File: config.mk
export PLATFORM = sky130hd
export DESIGN_NAME = ghsp_gen_ram
export DESIGN_NICKNAME = d
export VERILOG_FILES = /design/src/rtl/generational_handle_slot_pool_defines.svh /design/src/rtl/ghsp_gen_ram.sv
export SDC_FILE = /design/constraint.sdc
export NUM_CORES = 2
export LEC_CHECK = 0
export BUFFER_PORTS_ARGS = -buffer_cell sky130_fd_sc_hd__buf_2
export CAP_MARGIN = 5
export CORE_MARGIN = 5
export CORE_UTILIZATION = 23
export DETAILED_ROUTE_END_ITERATION = 8
export PLACE_DENSITY = 0.34
export SKIP_LAST_GASP = 1
export SYNTH_ARGS = -nofsm -noshare
export SYNTH_HDL_FRONTEND = slang
export SYNTH_SLANG_ARGS = --single-unit
File: constraint.sdc
create_clock -name clock -period 4.3 [get_ports clock]
set_input_delay 0.86 -clock clock [delete_from_list [all_inputs] [get_ports clock]]
set_output_delay 0.86 -clock clock [all_outputs]
set_load 0.01 [all_outputs]
File: src/rtl/generational_handle_slot_pool_defines.svh
// Assertion macros shared by the handle slot pool RTL.
`ifndef GENERATIONAL_HANDLE_SLOT_POOL_DEFINES_SVH
`define GENERATIONAL_HANDLE_SLOT_POOL_DEFINES_SVH

`ifndef SYNTHESIS
// Implication or plain property that must hold at every clock edge out of reset.
`define GHSP_ASSERT(label, clk, rst, prop, msg) \
   label: assert property (@(posedge clk) disable iff (rst) (prop)) else $error(msg);
// Condition that must never be seen at a clock edge out of reset.
`define GHSP_ASSERT_NEVER(label, clk, rst, cond, msg) \
   label: assert property (@(posedge clk) disable iff (rst) !(cond)) else $error(msg);
`else
`define GHSP_ASSERT(label, clk, rst, prop, msg)
`define GHSP_ASSERT_NEVER(label, clk, rst, cond, msg)
`endif

`endif

File: src/rtl/ghsp_gen_ram.sv
// Simple dual-port RAM with a registered read port.
module ghsp_gen_ram #(
   parameter int DEPTH = 256,
   parameter int WIDTH = 16
) (
   input  logic                     clock,
   input  logic                     wr_en,
   input  logic [$clog2(DEPTH)-1:0] wr_addr,
   input  logic [WIDTH-1:0]         wr_data,
   input  logic                     rd_en,
   input  logic [$clog2(DEPTH)-1:0] rd_addr,
   output logic [WIDTH-1:0]         rd_data
);

   logic [WIDTH-1:0] mem_ff [DEPTH];
   logic [WIDTH-1:0] rd_data_ff;

   always_ff @(posedge clock) begin
      if (wr_en) begin
         mem_ff[wr_addr] <= wr_data;
      end
   end

   always_ff @(posedge clock) begin
      if (rd_en) begin
         rd_data_ff <= mem_ff[rd_addr];
      end
   end

   assign rd_data = rd_data_ff;

endmodule

==> metrics.csv <==
stage,metric,value,unit
clocking,clockRootBuffer,clkbuf_16,
global_route,grt_overflow_total,0,
synthesis,synth_cell_types,51,
floorplanning,die_y,841,µm
setup_path,rr_startpoint,mem_ff[18][11],
synthesis,synth_area,159000,µm²
min_path,hold_end,mem_ff[76][14],
setup_path,path_class,input port to register,
detailed_routing,vias_per_cell,4.49,
cells_and_area,final_nets,8370,
cells_and_area,area_delta_synth_final,21.1,%
job,cap_violations,0,
synthesis,yosysWarnings,0,
cells_and_area,fillCellCount,68311,
min_path,holdPathStages,1,
setup_path,crit_arrival,4.50,ns
synthesis,synthFlopType,edfxtp_1,
floorplanning,die-area,707000,µm²
synthesis,netlist_top_cells_count,"edfxtp_1, mux4_2, mux2i_1, nor2_1, o221ai_1",
timing,hold_viol,0,
synthesis,synth_edf_count,4112,
timing,setup_viol_count_final,0,
place,port_buffers,50,
timing,timing.final.crit_share,88.3,%
power,powerDensity,458,nW/µm²
detailed_routing,drc,0,
global_route,grt_pass1_wl,758000,µm
synthesis,yosys.area.top_type,edfxtp_1,
setup_path,regToRegSetupSlack,0.91,ns
timing,slew_headroom,12.4,%
cells_and_area,layout-drive-gt1-share,31.0,%
power,p_leak,60.2,nW
global_route,antenna_found_initial,69,
synthesis,synth_fp_nets,7395,
setup_path,cpMostUsedCell,buf_12,
timing,finalWorstSetupSlack,0.504,ns
clocking,post-cts-setup-buffers,0,
timing,fin_crit,3.80,ns
clocking,clk_pin_slew_worst_paths,0.06,ns
synthesis,synth.most_common_cell,edfxtp_1,
floorplanning,die_w,841,µm
place,placed_cells,17073,
setup_path,critPathBufInv,3,
clocking,cts_made_buffers,470,
floorplanning,fp.coreArea,689000,µm²
synthesis,ys_ff_latch,4112,
power,ir_drop,0.399,mV
clocking,worstSkewPairLatency,1.03,ns
clocking,htreeDepth,5,
synthesis,avgSynthCellArea,21.6,µm²
global_route,grt_pass1_vias,83095,
timing,maxSlewViolCount,0,
cells_and_area,utilization,27.9,%
setup_path,slowest_delay,1.09,ns
timing,timing.hold.ws,0.357,ns
clocking,cts_sinks,4112,
place,place.gp.congestion,0.791,
detailed_routing,via_count,80664,
min_path,hp-class,input port to register,
synthesis,yosysTopAreaCellShare,77.7,%
setup_path,critPathRequiredTime,5.01,ns
synthesis,synth-seq-area-share,77.7,%
global_route,grt_use_total,15.5,%
setup_path,crit_path_start,rd_addr[0],
timing,max_slew.worst_pin.slew,1.31,ns
synthesis,synthTopCellsByArea,"edfxtp_1, mux4_2, mux2i_1",
setup_path,r2r_end,rd_data[11],
global_route,grt_max_degree,98,
clocking,cts.path.max_buffers,4,
timing,skew,0.0758,ns
setup_path,crit_path_max_fanout,38,
detailed_routing,wl_per_cell,31.3,µm
timing,fmax,0.263,GHz
floorplanning,ios,51,
detailed_routing,wirelength,563000,µm
setup_path,slowest_stage,o32ai_1,
min_path,hp-start,wr_data[14],
setup_path,reg2regPathDepth,5,
detailed_routing,ant_nets,0,
setup_path,critical-path-top-delay-family,compound AO/OA/AOI/OAI gates,
run_status,status,"finished, final reports clean",
synthesis,syn_inst,7360,
clocking,post_cts_resized,0,
floorplanning,std_cell_rows,305,
clocking,hold_buffers,0,
cells_and_area,final_cells,17966,
detailed_routing,drt_iter0_markers,7544,
clocking,cts_tree,built,
floorplanning,start_util,23.1,%
place,post-place-ws,-0.524,ns
setup_path,end_kind,register,
setup_path,startpoint_type,input port,
detailed_routing,drt_first_pass_iters,5,
setup_path,crit_chain,buf_12 -> buf_12 -> buf_12 -> mux4_2 -> mux4_2 -> a22o_1 -> o32ai_1 -> nor4_1,
place,dpl.hpwl,356000,µm
synthesis,async_reset_ff_share,0,%
timing,rsz0062_at_grt,no,
[area by class of cell]
class	instances	area (µm²)	share of cell area (%)
repair buffers	955	9010	4.69
multi-input cells	2792	33400	17.4
diodes	28	70.1	0.0364
clock inverters	279	2580	1.34
well taps	9210	11500	5.99
flip-flops and latches	4112	123000	64.2
clock buffers	586	12200	6.36
inverters	4	27.5	0.0143
[per-stage QoR]
| step | area, µm² | power (mW) | setup TNS [ns] |
|---|---|---|---|
| final | 192000 | 88.1 | 0 |
| after global routing | 192000 | 91.3 | 0 |
| after CTS | 192000 | 89.5 | 0 |
| after detailed placement | 177000 | 50.3 | -3.23 |
| after global placement | 177000 | 50.3 | -4.25 |
| after floorplan | 159000 | 47.3 | 0 |
[worst register-to-register path, stage by stage, from the launching register on]
cell and delay, ns:
edfxtp_1 0.37, mux4_2 0.51, mux4_2 0.62, a22o_1 0.36
o32ai_1 1.09, nor4_1 0.18
[kinds of logic (layout without fill, tap and decap cells)]
family / count (synthesis) / after routing / synth area share [%]
AOI/OAI and AO/OA: 786 / 786 / 3.53
buffers and inverters: 456 / 1824 / 1.69
DFF: 4112 / 4112 / 77.7
muxes: 1450 / 1450 / 15.5
other: 0 / 28 / 0
and+or+nand+nor: 556 / 556 / 1.57
[state kept, by name (all words and copies together) (netlist names)]
signal	count
mem_ff	4096
rd_data	16
[power by group]
part           switching (mW)  leakage (nW)  internal [mW]
combinational            3.30          16.1           1.73
sequential             0.0992          37.0           44.2
clock                    16.7          7.19           22.1
total                    20.1          60.2           68.0
[routing by layer]
| layer | track usage [%] | share of wire [%] | up-vias |
|---|---|---|---|
| met5 | 0 | 0.0048 | - |
| met4 | 3.53 | 2.5 | 4 |
| met3 | 2.37 | 5.2 | 615 |
| met2 | 25.8 | 48 | 2194 |
| met1 | 21.5 | 44 | 44467 |
| li1 | - | - | 33384 |
[cells in the final DEF (no fill, tap or decap), types with 29 or more instances in the layout]
master and n:
clkbuf_16 472, o21ai_0 37, mux2_2 88, a21oi_1 175
nor2_2 191, a22oi_1 43, clkbuf_1 114, buf_12 141
o22ai_1 148, clkinv_1 125, edfxtp_1 4112, buf_4 763
nor3_1 86, mux4_2 797, clkinv_2 82, nor2_1 112
mux2i_1 565, buf_2 29, bufinv_16 32, o221ai_1 252
nand2_1 37, a22o_1 32
[worst max-delay path by stage]
| stage | to | slack (ns) | cells past startpoint |
|---|---|---|---|
| after floorplan | rd_data[4] | 1.19 | 8 |
| after global placement | rd_data[1] | -0.59 | 10 |
| after detailed placement | rd_data[10] | -0.52 | 8 |
| after CTS | rd_data[10] | 0.63 | 8 |
| after global routing | rd_data[11] | 0.53 | 8 |
| final | rd_data[11] | 0.50 | 8 |
Note: power is estimated with default switching activity, not from simulation.
