[src/rtl/generational_handle_slot_pool_defines.svh]
// Assertion macros shared by the handle slot pool RTL.
`ifndef GENERATIONAL_HANDLE_SLOT_POOL_DEFINES_SVH
`define GENERATIONAL_HANDLE_SLOT_POOL_DEFINES_SVH

`ifndef SYNTHESIS
// Implication or plain property that must hold at every clock edge out of reset.
`define GHSP_ASSERT(label, clk, rst, prop, msg) \
   label: assert property (@(posedge clk) disable iff (rst) (prop)) else $error(msg);
// Condition that must never be seen at a clock edge out of reset.
`define GHSP_ASSERT_NEVER(label, clk, rst, cond, msg) \
   label: assert property (@(posedge clk) disable iff (rst) !(cond)) else $error(msg);
`else
`define GHSP_ASSERT(label, clk, rst, prop, msg)
`define GHSP_ASSERT_NEVER(label, clk, rst, cond, msg)
`endif

`endif

[src/rtl/ghsp_pkg.sv]
// Types and constants shared by the handle slot pool modules.
package ghsp_pkg;

   localparam int SLOT_COUNT  = 256;
   localparam int GEN_BITS    = 16;
   localparam int INDEX_BITS  = $clog2(SLOT_COUNT);
   localparam int COUNT_BITS  = $clog2(SLOT_COUNT + 1);
   localparam int CMD_BITS    = 2;
   localparam int STATUS_BITS = 2;

   // The free-slot search is split into groups so that each stage stays small.
   localparam int GROUP_SIZE  = (SLOT_COUNT < 16) ? SLOT_COUNT : 16;
   localparam int GROUP_COUNT = (SLOT_COUNT + GROUP_SIZE - 1) / GROUP_SIZE;
   localparam int MAP_BITS    = GROUP_COUNT * GROUP_SIZE;
   localparam int OFFSET_BITS = $clog2(GROUP_SIZE);

   localparam logic [CMD_BITS-1:0] CMD_ALLOC  = 2'd0;
   localparam logic [CMD_BITS-1:0] CMD_FREE   = 2'd1;
   localparam logic [CMD_BITS-1:0] CMD_LOOKUP = 2'd2;

   localparam logic [STATUS_BITS-1:0] STATUS_OK    = 2'd0;
   localparam logic [STATUS_BITS-1:0] STATUS_RANGE = 2'd1;
   localparam logic [STATUS_BITS-1:0] STATUS_STALE = 2'd2;
   localparam logic [STATUS_BITS-1:0] STATUS_FULL  = 2'd3;

   typedef enum logic [1:0] {
      ST_IDLE,
      ST_SEARCH,
      ST_UPDATE
   } state_type;

   typedef struct packed {
      logic                  valid;
      logic                  free_bit;
      logic [INDEX_BITS-1:0] index;
   } map_update_type;

   typedef struct packed {
      logic                  found;
      logic [INDEX_BITS-1:0] index;
   } search_result_type;

endpackage

[src/rtl/ghsp_free_map.sv]
// Free-slot bitmap with a two-stage lowest-free-slot search.
module ghsp_free_map (
   input  logic                                clock,
   input  logic [ghsp_pkg::COUNT_BITS-1:0]     high_water,
   input  logic                                snap,
   input  ghsp_pkg::map_update_type            update,
   input  logic [ghsp_pkg::INDEX_BITS-1:0]     probe_index,
   output logic                                probe_free,
   output ghsp_pkg::search_result_type         search
);
   import ghsp_pkg::*;

   logic [MAP_BITS-1:0]    free_map_ff;
   logic [MAP_BITS-1:0]    candidate;
   logic [GROUP_COUNT-1:0] group_any_ff;
   logic [GROUP_COUNT-1:0] group_any_in;
   logic [OFFSET_BITS-1:0] group_low_ff [GROUP_COUNT];
   logic [OFFSET_BITS-1:0] group_low_in [GROUP_COUNT];

   always_ff @(posedge clock) begin
      if (update.valid) begin
         free_map_ff[update.index] <= update.free_bit;
      end
   end

   // Only slots below the high-water mark take part; bits above it may be stale.
   always_comb begin
      for (int i = 0; i < MAP_BITS; i++) begin
         candidate[i] = free_map_ff[i] && ($unsigned(i) < 32'(high_water));
      end
   end

   // First stage: per group, whether any slot is free and the lowest one.
   always_comb begin
      for (int g = 0; g < GROUP_COUNT; g++) begin
         group_any_in[g] = |candidate[g*GROUP_SIZE +: GROUP_SIZE];
         group_low_in[g] = '0;
         for (int j = GROUP_SIZE - 1; j >= 0; j--) begin
            if (candidate[g*GROUP_SIZE + j]) begin
               group_low_in[g] = OFFSET_BITS'(j);
            end
         end
      end
   end

   always_ff @(posedge clock) begin
      if (snap) begin
         group_any_ff <= group_any_in;
         group_low_ff <= group_low_in;
      end
   end

   // Second stage: lowest group with a free slot.
   always_comb begin
      search = '0;
      for (int g = GROUP_COUNT - 1; g >= 0; g--) begin
         if (group_any_ff[g]) begin
            search.found = 1'b1;
            search.index = INDEX_BITS'(g * GROUP_SIZE + int'(group_low_ff[g]));
         end
      end
   end

   assign probe_free = free_map_ff[probe_index];

endmodule

[config.mk]
export PLATFORM = sky130hd
export DESIGN_NAME = ghsp_free_map
export DESIGN_NICKNAME = d
export VERILOG_FILES = /design/src/rtl/generational_handle_slot_pool_defines.svh /design/src/rtl/ghsp_pkg.sv /design/src/rtl/ghsp_free_map.sv
export SDC_FILE = /design/constraint.sdc
export NUM_CORES = 1
export LEC_CHECK = 0
export BUFFER_PORTS_ARGS = -buffer_cell sky130_fd_sc_hd__buf_2
export CAP_MARGIN = 15
export CELL_PAD_IN_SITES_DETAIL_PLACEMENT = 2
export CELL_PAD_IN_SITES_GLOBAL_PLACEMENT = 2
export CORE_ASPECT_RATIO = 1.1
export CORE_MARGIN = 5
export CORE_UTILIZATION = 25
export DETAILED_ROUTE_END_ITERATION = 8
export GPL_ROUTABILITY_DRIVEN = 0
export MAX_ROUTING_LAYER = met4
export PLACE_DENSITY_LB_ADDON = 0.12
export SLEW_MARGIN = 20
export SYNTH_ARGS = -nofsm -noshare
export SYNTH_HDL_FRONTEND = slang
export SYNTH_SLANG_ARGS = --single-unit
export TNS_END_PERCENT = 30
[constraint.sdc]
create_clock -name clock -period 2.6 [get_ports clock]
set_input_delay 0.26 -clock clock [delete_from_list [all_inputs] [get_ports clock]]
set_output_delay 0.26 -clock clock [all_outputs]
set_load 0.01 [all_outputs]
==> flow_summary.ini, run 1 <==
[detailed_routing]
drt-initial-drc-count = 1596
wl_met2_um = 52600
routed_wl_um = 111000
topRoutingLayerUsed = met4
drc = 0
ant_nets = 0
first_pass_iters = 5
viasPerCell = 5.51
vias = 19900
met1_length_um = 49900
post_drt_wl_per_cell_um = 30.9
wl_met3_um = 5080

[critical_path]
rr_endpoint = group_any_ff[15]
timing.rr.start = free_map_ff[254]
r2r_slack_ns = 0.31
reg2reg_depth = 7
required_ns = 2.34
critical_path_class = reg -> out
worstSetupEndpointType = primary output
start_kind = flop
crit_fanout = 2
worst_ep_arrival_time_ns = 3.11

[sta]
max_freq_ghz = 0.297
final-hold-violation-count = 0
setup_violations = 7
fin_ws_ns = -0.766
timing.hold.ws_ns = 0.131
fin_crit_sh = 1.29
slew_headroom = 0.490
skew_ns = 0.0334
rsz0062_at_grt = true
tightest_slew_ns = 0.763
tns_ns = -3.37
drv_slew = 0
fin_crit_ns = 3.37

[grt]
grt_pass1_wl_um = 157000
grtUsageTotal = 0.254
overflow = 0
antenna_found_initial = 8
grt_pass1_vias = 20900
grt_max_degree = 81

[die]
fp-row-count = 110
io-pin-count = 39
start_util = 0.251
dieArea_um2 = 87900
die_w_um = 283
die_y_um = 310
core_region_area_um2 = 81600

[cts]
clk_latency_ns = 0.60
clk_pin_slew_ns = 0.06
postCtsHoldBufs = 0
cts_tree = built
root_buffer = clkbuf_16
numCtsBuffers = 42
numClockSinks = 336
cts_max_level = 2
clock_path_buffers = 3

[pwr]
ir_drop_mv = 0.403
p_leak_nw = 9.64
power_density_nw_per_um2 = 514

[final_layout]
multi_input_area_um2 = 9910
fin_area_um2 = 27100
final_layout_size_suffix_gt1_frac = 0.270
fill_cells = 8883
nets = 2540
final_cell_mix = buf_4 (432), nor2_1 (350), edfxtp_1 (336)
area_delta_synth_final_pct = 31.9
final_common_cell = buf_4
layout.area.seq_um2 = 10100
postLayoutCoreUtil = 0.332

[synth]
ys_seq_elements = 336
synthFlopType = edfxtp_1
synthArstFlopShare = 0
synth_seq_area_share = 0.492
synth_top_area_cell = edfxtp_1
yosys_warnings = 0
synth_area_leaders = edfxtp_1 (49%), nor2_1 (6.4%), o21ai_0 (5.0%)
synth_area_um2 = 20500
synth_edf_count = 336
syn_inst = 2102
synth_cell_types = 91
synth_top_cell_area_share = 0.492
syn_nets = 2131
syn_area_per_cell_um2 = 9.76

[min_path]
holdPathEnd = free_map_ff[24]
hp-start = update[8]
hold_class = in -> reg
min_path_cells = 1

[run_status]
status = finished with violations
violations = negative setup slack

[placed_design]
portBuffers = 38
place_area_um2 = 25400
dpl.hpwl_um = 84300

[flow_run]
drv_cap = 0
-- worst max-delay path, cell delays in order, from the launching register on --
cell and delay, ns:
edfxtp_1 0.41, mux4_2 0.50, a22o_1 0.30, nor4_2 0.14, buf_4 0.16, a31oi_4 0.03
a21oi_2 0.20, buf_4 0.16, o21ai_2 0.05, a221o_1 0.39, buf_2 0.18
-- worst max-delay path by stage --
stage | start | to | slack, ns | depth (start not counted)
floorplan | probe_index[0] | probe_free | 0.26 | 8
global placement | group_any_ff[14] | search[0] | -0.66 | 11
global route | free_map_ff[91] | probe_free | -0.81 | 10
finish | free_map_ff[91] | probe_free | -0.77 | 10
detailed placement | group_any_ff[14] | search[0] | -0.65 | 11
CTS | free_map_ff[91] | probe_free | -0.83 | 10
-- repair_timing --
action,CTS,global route
buffers inserted,2,4
gates cloned,0,0
pin swaps,11,3
setup endpoints to repair,9,8
gates resized for setup,44,21
-- cells in the mapped netlist (all sizes together), types with 33 or more instances --
library cell / count
nor2: 354
edfxtp: 336
o21ai: 238
nand2: 141
a21oi: 134
buf: 75
clkbuf: 74
mux2i: 61
nand3: 56
nor2b: 49
a22oi: 45
nor3: 41
o22ai: 37
inv: 36
mux4: 36
nand2b: 33
-- sequential cells by signal, summed over array words and instances, names as in the netlist --
register	flops
group_any_ff	16
free_map_ff	256
group_low_ff	64
-- layout make-up --
type / instances / share of cell area
sequential: 336 / 0.373
tap: 1064 / 0.0492
multi-input combinational: 1581 / 0.366
antenna: 2 / 0.000185
clock inverter: 27 / 0.00837
timing repair buffer: 514 / 0.158
clock buffer: 50 / 0.0399
inverter: 36 / 0.00499
-- cells by family after synthesis --
logic type             Yosys count  synth area share
AOI/OAI and AO/OA              697             0.217
DFF                            336             0.492
and+or+nand+nor                784             0.180
buffers and inverters          185            0.0413
muxes                          100            0.0709
-- power by group --
group / switching [mW] / total (mW) / internal (mW)
Combinational: 1.29 / 2.06 / 0.771
Sequential: 0.0425 / 6.07 / 6.03
Clock: 2.50 / 5.77 / 3.28
Total: 3.83 / 13.9 / 10.1
-- per-layer routing --
layer,track usage,vias up
met3,0.0295,160
met1,0.332,10400
met2,0.418,528
li1,-,8771
met5,-,-
met4,0.0783,0
-- through the flow --
step           cells  setup slack (ns)  total power [mW]
3_5_place_dp    3530            -0.653              8.18
6_report        3610            -0.766              13.9
4_1_cts         3606            -0.826              14.0
2_1_floorplan   2102             0.256              6.97
5_1_grt         3608            -0.807              14.4
3_3_place_gp    3530            -0.658              8.15
Note: power is estimated with default switching activity, not from simulation.
==> inputs of run 2 (changes only) <==
--- a/config.mk
+++ b/config.mk
@@ -16,6 +16,7 @@
 export GPL_ROUTABILITY_DRIVEN = 0
 export MAX_ROUTING_LAYER = met4
 export PLACE_DENSITY_LB_ADDON = 0.12
+export SKIP_LAST_GASP = 1
 export SLEW_MARGIN = 20
 export SYNTH_ARGS = -nofsm -noshare
 export SYNTH_HDL_FRONTEND = slang
==> flow_summary.ini, run 2 (synthesis gave the netlist of run 1 again) <==
[run_status]
status = finished with violations
violations = negative setup slack

[die]
die_w_um = 283
dieArea_um2 = 87900
start_util = 0.251
die_y_um = 310
fp-row-count = 110
io-pin-count = 39
core_region_area_um2 = 81600

[cts]
cts_tree = built
clk_pin_slew_ns = 0.06
postCtsHoldBufs = 0
numClockSinks = 336
root_buffer = clkbuf_16
clk_latency_ns = 0.60
cts_max_level = 2
clock_path_buffers = 3
numCtsBuffers = 42

[final_layout]
largest_register = free_map_ff
largest_register_ffs = 256
fill_cells = 8909
top_regs = free_map_ff x256, group_low_ff x64, group_any_ff x16
final_common_cell = buf_4
nets = 2539
area_delta_synth_final_pct = 30.9
final_layout_size_suffix_gt1_frac = 0.262
final_cell_mix = buf_4 (437), nor2_1 (352), edfxtp_1 (336)

[pwr]
p_int_mw = 10.1
p_seq_frac = 0.437
total_power_mw = 13.9
ir_drop_mv = 0.408
netSwitchingFraction = 0.275
power_density_nw_per_um2 = 517
power_frac_clock = 0.416
power_switching_mw = 3.82
p_comb_frac = 0.147
p_leak_nw = 9.59

[grt]
grtUsageTotal = 0.254
grt_max_degree = 81
overflow = 0
antenna_found_initial = 8
grt_pass1_wl_um = 157000
grt_pass1_vias = 20900

[sta]
max_freq_ghz = 0.297
skew_ns = 0.0296
tightest_slew_ns = 0.773
final-hold-violation-count = 0
rsz0062_at_grt = true
fin_ws_ns = -0.763
fin_crit_ns = 3.36
slew_headroom = 0.484
setup_violations = 9
fin_crit_sh = 1.29
drv_slew = 0
timing.hold.ws_ns = 0.131

[placed_design]
dpl.hpwl_um = 84300
dpl_worst_slack_ns = -0.653
portBuffers = 38

[critical_path]
rr_endpoint = group_any_ff[15]
timing.rr.start = free_map_ff[254]
worst_path_largest_cell_delay_ns = 0.50
start_kind = flop
crit_chain = mux4_2 -> a22o_1 -> nor4_2 -> buf_4 -> a31oi_1 -> a21oi_2 -> buf_4 -> o21ai_1 -> a221o_1 -> buf_2
crit_fanout = 2
cpMostUsedCell = buf_4
reg2reg_depth = 7
required_ns = 2.34
worst_ep_arrival_time_ns = 3.10
r2r_slack_ns = 0.30
crit_path_top_delay_cell = mux4_2
critical_path_class = reg -> out
worstSetupEndpointType = primary output

[detailed_routing]
post_drt_wl_per_cell_um = 30.9
viasPerCell = 5.52
ant_nets = 0
routed_wl_um = 111000
vias = 19900
drc = 0
drt-initial-drc-count = 1608
first_pass_iters = 5

[flow_run]
drv_cap = 0

[min_path]
min_path_cells = 1
holdPathEnd = free_map_ff[24]
hold_class = in -> reg
hp-start = update[8]
## run 2: cell types whose count changed in the layout (fill, tap and decap cells not counted), sizes merged
cell	before	now
diode	2	4
buf	514	513
## run 2: power groups by stage
stage          registers [mW]  logic [mW]  clock network [mW]
2_1_floorplan            6.16       0.808                   0
3_3_place_gp             6.18        1.97                   0
3_5_place_dp             6.18        2.00                   0
4_1_cts                  6.07        2.02                5.95
5_1_grt                  6.07        2.13                6.13
6_report                 6.07        2.04                5.77
## run 2: cell type report
cell class                 count  area (um2)  area share
timing repair buffer         513        4250       0.158
antenna                        4        10.0    0.000373
inverter                      36         135     0.00503
clock inverter                27         226     0.00843
tap                         1064        1330      0.0496
multi-input combinational   1581        9750       0.363
clock buffer                  50        1080      0.0402
sequential                   336       10100       0.376
## run 2: critical path: cells and delay by family (launching register included)
kind	cells	cell delay, ns
flip-flops	1	0.41
AND/OR/NAND/NOR	1	0.14
buffers and inverters	3	0.47
multiplexers	1	0.50
AO/OA/AOI/OAI	5	1.00
## run 2: worst max path at each step
stage,start,end,slack [ns],cells past startpoint
2_1_floorplan,probe_index[0],probe_free,0.26,8
3_3_place_gp,group_any_ff[14],search[0],-0.66,11
3_5_place_dp,group_any_ff[14],search[0],-0.65,11
4_1_cts,free_map_ff[91],probe_free,-0.84,10
5_1_grt,free_map_ff[91],probe_free,-0.82,10
6_report,free_map_ff[91],probe_free,-0.76,10
## run 2: repair_timing
action,4_1_cts,5_1_grt
gates resized for setup,22,9
setup endpoints to repair,9,9
setup buffers,2,1
pin swaps,7,3
## run 2: metal layers
metal,up-vias,track usage,part of all wire
li1,8773,-,-
met1,10500,0.332,0.44
met2,562,0.418,0.47
met3,156,0.0295,0.049
met4,0,0.0783,0.034
met5,-,-,0
## run 2: through the flow
| stage | std cells | TNS, ns | cell area [um2] | utilization |
|---|---|---|---|---|
| 4_1_cts | 3606 | -5.03 | 26800 | 0.328 |
| 6_report | 3611 | -4.02 | 26900 | 0.329 |
| 3_3_place_gp | 3530 | -7.10 | 25400 | 0.311 |
| 3_5_place_dp | 3530 | -8.85 | 25400 | 0.311 |
| 5_1_grt | 3607 | -5.34 | 26900 | 0.329 |
| 2_1_floorplan | 2102 | 0 | 20500 | - |
